### src/hdl/bhte_pkg.sv
`default_nettype none
// ----------------------------------------------------------------------------
// bhte_pkg
// shared constants, codes and control structs of the bucketed hash table
// ----------------------------------------------------------------------------
package bhte_pkg;

   localparam int BUCKETS_DEF   = 8;
   localparam int SLOTS_DEF     = 8;
   localparam int TYPE_BITS_DEF = 4;

   localparam int REQ_DATA_W = 136;
   localparam int RSP_DATA_W = 80;
   localparam int COUNT_W    = 7;

   localparam logic [1:0] MODE_GET = 2'd0;
   localparam logic [1:0] MODE_SET = 2'd1;
   localparam logic [1:0] MODE_REM = 2'd2;

   localparam logic [1:0] STAT_OK   = 2'd0;
   localparam logic [1:0] STAT_MISS = 2'd1;
   localparam logic [1:0] STAT_IGN  = 2'd2;
   localparam logic [1:0] STAT_FULL = 2'd3;

   typedef enum logic [2:0] {
      WR_NONE,
      WR_CLEAR,
      WR_REQ,
      WR_PREV,
      WR_ZAP
   } wr_sel_type;

   typedef enum logic [2:0] {
      RES_KEEP,
      RES_IGN,
      RES_MISS,
      RES_FULL,
      RES_NEW,
      RES_HIT
   } res_sel_type;

   typedef struct packed {
      logic        clr_step;
      logic        load_req;
      logic        idx_inc;
      logic        save_hit;
      logic        save_prev;
      logic        cnt_inc;
      logic        cnt_dec;
      logic        out_load;
      wr_sel_type  wr_sel;
      res_sel_type res_sel;
   } cmd_type;

   typedef struct packed {
      logic       clr_last;
      logic       ignored;
      logic [1:0] mode;
      logic       kt_zero;
      logic       hit;
      logic       idx_last;
      logic       last_is_hole;
      logic       rsp_busy;
   } stat_type;

endpackage
`default_nettype wire

### src/hdl/bhte_ctrl.sv
`default_nettype none
// ----------------------------------------------------------------------------
// bhte_ctrl
// sequencer: clear pass, slot scan, write back and result hand-off
// ----------------------------------------------------------------------------
module bhte_ctrl (
   input  wire logic               clock,
   input  wire logic               reset,
   input  wire logic               req_tvalid,
   output logic                    req_tready,
   input  wire bhte_pkg::stat_type stat,
   output bhte_pkg::cmd_type       cmd
);

   typedef enum logic [8:0] {
      ST_CLEAR = 9'b000000001,
      ST_IDLE  = 9'b000000010,
      ST_READ  = 9'b000000100,
      ST_EVAL  = 9'b000001000,
      ST_RREAD = 9'b000010000,
      ST_REVAL = 9'b000100000,
      ST_MOVE  = 9'b001000000,
      ST_ZAP   = 9'b010000000,
      ST_RESP  = 9'b100000000
   } state_type;

   state_type state_ff, state_in;

   always_ff @(posedge clock) begin
      if (reset) begin
         state_ff <= ST_CLEAR;
      end else begin
         state_ff <= state_in;
      end
   end

   always_comb begin
      state_in    = state_ff;
      req_tready  = 1'b0;
      cmd         = '0;
      cmd.wr_sel  = bhte_pkg::WR_NONE;
      cmd.res_sel = bhte_pkg::RES_KEEP;
      unique case (state_ff)
         ST_CLEAR: begin
            cmd.clr_step = 1'b1;
            cmd.wr_sel   = bhte_pkg::WR_CLEAR;
            if (stat.clr_last) state_in = ST_IDLE;
         end
         ST_IDLE: begin
            req_tready = 1'b1;
            if (req_tvalid) begin
               cmd.load_req = 1'b1;
               state_in     = ST_READ;
            end
         end
         ST_READ: begin
            if (stat.ignored) begin
               cmd.res_sel = bhte_pkg::RES_IGN;
               state_in    = ST_RESP;
            end else begin
               state_in = ST_EVAL;
            end
         end
         ST_EVAL: begin
            if (stat.mode == bhte_pkg::MODE_SET) begin
               if (stat.kt_zero) begin
                  cmd.wr_sel  = bhte_pkg::WR_REQ;
                  cmd.cnt_inc = 1'b1;
                  cmd.res_sel = bhte_pkg::RES_NEW;
                  state_in    = ST_RESP;
               end else if (stat.hit) begin
                  cmd.wr_sel  = bhte_pkg::WR_REQ;
                  cmd.res_sel = bhte_pkg::RES_HIT;
                  state_in    = ST_RESP;
               end else if (stat.idx_last) begin
                  cmd.res_sel = bhte_pkg::RES_FULL;
                  state_in    = ST_RESP;
               end else begin
                  cmd.idx_inc = 1'b1;
                  state_in    = ST_READ;
               end
            end else begin
               if (stat.kt_zero) begin
                  cmd.res_sel = bhte_pkg::RES_MISS;
                  state_in    = ST_RESP;
               end else if (stat.hit) begin
                  cmd.res_sel = bhte_pkg::RES_HIT;
                  if (stat.mode == bhte_pkg::MODE_REM) begin
                     cmd.save_hit = 1'b1;
                     if (stat.idx_last) begin
                        state_in = ST_MOVE;
                     end else begin
                        cmd.idx_inc = 1'b1;
                        state_in    = ST_RREAD;
                     end
                  end else begin
                     state_in = ST_RESP;
                  end
               end else if (stat.idx_last) begin
                  cmd.res_sel = bhte_pkg::RES_MISS;
                  state_in    = ST_RESP;
               end else begin
                  cmd.idx_inc = 1'b1;
                  state_in    = ST_READ;
               end
            end
         end
         ST_RREAD: begin
            state_in = ST_REVAL;
         end
         ST_REVAL: begin
            if (stat.kt_zero) begin
               state_in = ST_MOVE;
            end else begin
               cmd.save_prev = 1'b1;
               if (stat.idx_last) begin
                  state_in = ST_MOVE;
               end else begin
                  cmd.idx_inc = 1'b1;
                  state_in    = ST_RREAD;
               end
            end
         end
         ST_MOVE: begin
            if (!stat.last_is_hole) cmd.wr_sel = bhte_pkg::WR_PREV;
            state_in = ST_ZAP;
         end
         ST_ZAP: begin
            cmd.wr_sel  = bhte_pkg::WR_ZAP;
            cmd.cnt_dec = 1'b1;
            state_in    = ST_RESP;
         end
         ST_RESP: begin
            if (!stat.rsp_busy) begin
               cmd.out_load = 1'b1;
               state_in     = ST_IDLE;
            end
         end
         default: state_in = ST_CLEAR;
      endcase
   end

endmodule
`default_nettype wire

### config.mk
export PLATFORM = sky130hd
export DESIGN_NAME = bhte_ctrl
export DESIGN_NICKNAME = d
export VERILOG_FILES = /design/src/hdl/bhte_pkg.sv /design/src/hdl/bhte_ctrl.sv
export SDC_FILE = /design/constraint.sdc
export NUM_CORES = 1
export LEC_CHECK = 0
export BUFFER_PORTS_ARGS = -buffer_cell sky130_fd_sc_hd__buf_2
export CAP_MARGIN = 30
export CORE_UTILIZATION = 52
export CTS_BUF_LIST = sky130_fd_sc_hd__clkbuf_4 sky130_fd_sc_hd__clkbuf_8 sky130_fd_sc_hd__clkbuf_16
export DETAILED_ROUTE_END_ITERATION = 16
export PLACE_DENSITY = 0.82
export SKIP_LAST_GASP = 1
export SYNTH_ARGS = -nofsm -noshare
export SYNTH_HDL_FRONTEND = slang
export SYNTH_SLANG_ARGS = --single-unit
export TNS_END_PERCENT = 10
### constraint.sdc
create_clock -name clock -period 2.94 [get_ports clock]
set_input_delay 0.588 -clock clock [delete_from_list [all_inputs] [get_ports clock]]
set_output_delay 0.588 -clock clock [all_outputs]
set_load 0.01 [all_outputs]
==> metrics.cfg <==
[clock_tree]
cts_made_buffers = 3
clk_latency_ps = 270
cts-root-buf = clkbuf_4
cts.repair.resized = 0
cts_buffer_depth = 2
cts_num_sinks = 9
hold_buffers = 0
cts.clk_slew.worst_paths_ps = 70
cts_max_level = 1
cts_tree = done
postCtsSetupBuffers = 0

[sta]
finalHoldViolCount = 0
setup_violations = 0
rsz0062_at_grt = false
tns_ps = 0
whs_ps = 497.4
final-max-slew-violation-count = 0
fmax_mhz = 400.8
finalCritPeriodShare = 0.8487
relSlewSlack = 0.6642
tightestPinTransition_ps = 499.5
period_minus_slack_ps = 2495
fin_skew_ps = 3.457

[setup_path]
r2r_start = state_ff[6]$_SDFFE_PP0P_
worstSetupEndpoint = cmd[11]
path_cells = nor4_4, and3_1, nand2_1, a211oi_1, buf_2
crit_required_ps = 2350
critical_path_arrival_ps = 1910
crit_fanout = 7
r2r_setup_slack_ps = 1320
r2r_cells = 4
crit_start = state_ff[6]$_SDFFE_PP0P_
end_kind = primary output
crit_path_start_kind = flip-flop
critical-path-max-stage-delay_ps = 500
worstSetupPathType = flip-flop to primary output
worstReg2RegEnd = state_ff[6]$_SDFFE_PP0P_
cpMaxStageDelayCell = nor4_4

[power]
p_clk_frac = 0.287
power_report.internal_total_w = 0.0002463
p_leak_nw = 0.4380
powerDensity_nw_per_um2 = 398.2
seqPwrFrac = 0.385
vdd_drop_max_uv = 244.5
p_sw_frac = 0.3596
switchingPower_w = 0.0001383
p_comb_frac = 0.328
total_power_w = 0.0003846

[detailed_routing]
routed-via-count = 871
drc = 0
routed_wl_microns = 2153
drtIter0Drc = 31
dr.pass1.iters = 4
routedWlPerCell_microns = 14.95
avgViaCountPerCell = 6.049
drtAntennaViolNets = 0

[finish]
syn_to_final_growth_pct = 21.00
layout_commonest_cell = buf_2
top_register = state_ff
largestRegisters = state_ff x9
fill_cells = 111
final_cell_mix = buf_2, nor2_1, dfxtp_1
drive_above_1_share = 0.3256
largest_reg_flops = 9
fin_nets = 142
diodes = 0

[floorplanning]
die-area_sq_um = 1696
dieWidth_microns = 41.18
start_util = 0.5842
core_area_sq_um = 1366
rows = 13
pin_count = 27
die_y_microns = 41.18

[worst_hold_path]
hp-class = primary input to flip-flop

[placed_design]
dp_hpwl_microns = 1670
gp_congestion = 0.7986
portBuffers = 26

[synthesis]
syn_avg_cell_area_sq_um = 7.826
synth_ff_type = dfxtp_1
synth_nets = 114
synth_cells = 102
ys_ff_latch = 9
synth-async-reset-ratio = 0
synth.distinct_cells = 38
yosys_warnings = 0
synth-edff-count = 0
ys_seq_area_frac = 0.2257
syn-cell-area_sq_um = 798.3

[grt]
globalRouteTotalUtil = 0.2876
grt_max_degree = 13
grt_pass1_wl_microns = 3146
antenna_found_initial = 0
grt_pass1_vias = 717
overflow = 0

[job]
drv_cap = 0

[outcome]
status = completed

[cells by family after synthesis]
family | synth area share
AOI/OAI and AO/OA | 0.2257
xor gates and xnor gates | 0.02195
buffers and inverters | 0.04701
DFF | 0.2257
and+or+nand+nor | 0.4796
[layout make-up]
cell class	count	area, sq um	share of cell area
multi-input combinational	84	580.6	0.6010
sequential	9	180.2	0.1865
timing repair buffer	27	137.6	0.1425
clock buffer	4	30.03	0.03109
inverter	5	18.77	0.01943
tap	15	18.77	0.01943
[power by group through the flow]
stage	Clock, W	Combinational [W]	Sequential [W]
final	0.000110	0.000126	0.000148
after global routing	0.000120	0.000138	0.000149
after CTS	0.000111	0.000124	0.000148
after detailed placement	0	0.000124	0.000151
after global placement	0	0.000122	0.000149
after floorplan	0	0.0000866	0.000147
[cell usage after synthesis (all sizes together), types with 2 or more instances]
library cell / instances / share of area
nor3: 4 / 0.044
nand4: 2 / 0.016
nand3: 8 / 0.066
nor2b: 5 / 0.039
and3: 4 / 0.031
nor4: 4 / 0.096
nor2: 11 / 0.052
dfxtp: 9 / 0.23
o21ai: 6 / 0.038
nand2: 7 / 0.033
a21oi: 7 / 0.044
nor3b: 3 / 0.028
a211oi: 3 / 0.034
xor2: 2 / 0.022
buf: 3 / 0.019
o31ai: 2 / 0.019
inv: 5 / 0.024
[critical path: cells and delay by family (launching register included)]
kind / cells / cell delay (ps)
flops: 1 / 370
compound gates: 1 / 230
buf+inv: 1 / 160
simple gates: 3 / 870
[worst min-delay path by stage]
stage                                         from                        to  slack, ps  depth (start not counted)
final                                      stat[7]  state_ff[3]$_SDFFE_PP0P_        500                          2
after CTS                                  stat[7]  state_ff[3]$_SDFFE_PP0P_        500                          2
after global placement    state_ff[4]$_SDFFE_PP0P_  state_ff[5]$_SDFFE_PP0P_        620                          1
after global routing                       stat[7]  state_ff[3]$_SDFFE_PP0P_        490                          2
after detailed placement  state_ff[4]$_SDFFE_PP0P_  state_ff[5]$_SDFFE_PP0P_        620                          1
after floorplan           state_ff[4]$_SDFFE_PP0P_  state_ff[5]$_SDFFE_PP0P_        580                          1
[through the flow]
step / cell area, sq um / util / worst slack [ps] / cells
after floorplan: 798.3 / - / 907.6 / 102
after global placement: 935.9 / 0.6850 / 833.1 / 140
after global routing: 965.9 / 0.7070 / 327.8 / 144
after detailed placement: 935.9 / 0.6850 / 770.5 / 140
final: 965.9 / 0.7070 / 444.7 / 144
after CTS: 965.9 / 0.7070 / 459.2 / 144
[routing by layer]
layer | part of all wire | vias to the layer above | global-route usage
li1 | - | 431 | -
met1 | 0.47 | 402 | 0.3528
met2 | 0.47 | 34 | 0.5000
met3 | 0.041 | 4 | 0.03261
met4 | 0.015 | 0 | 0.1210
met5 | 0 | - | 0
(Power assumes the default switching activity.)
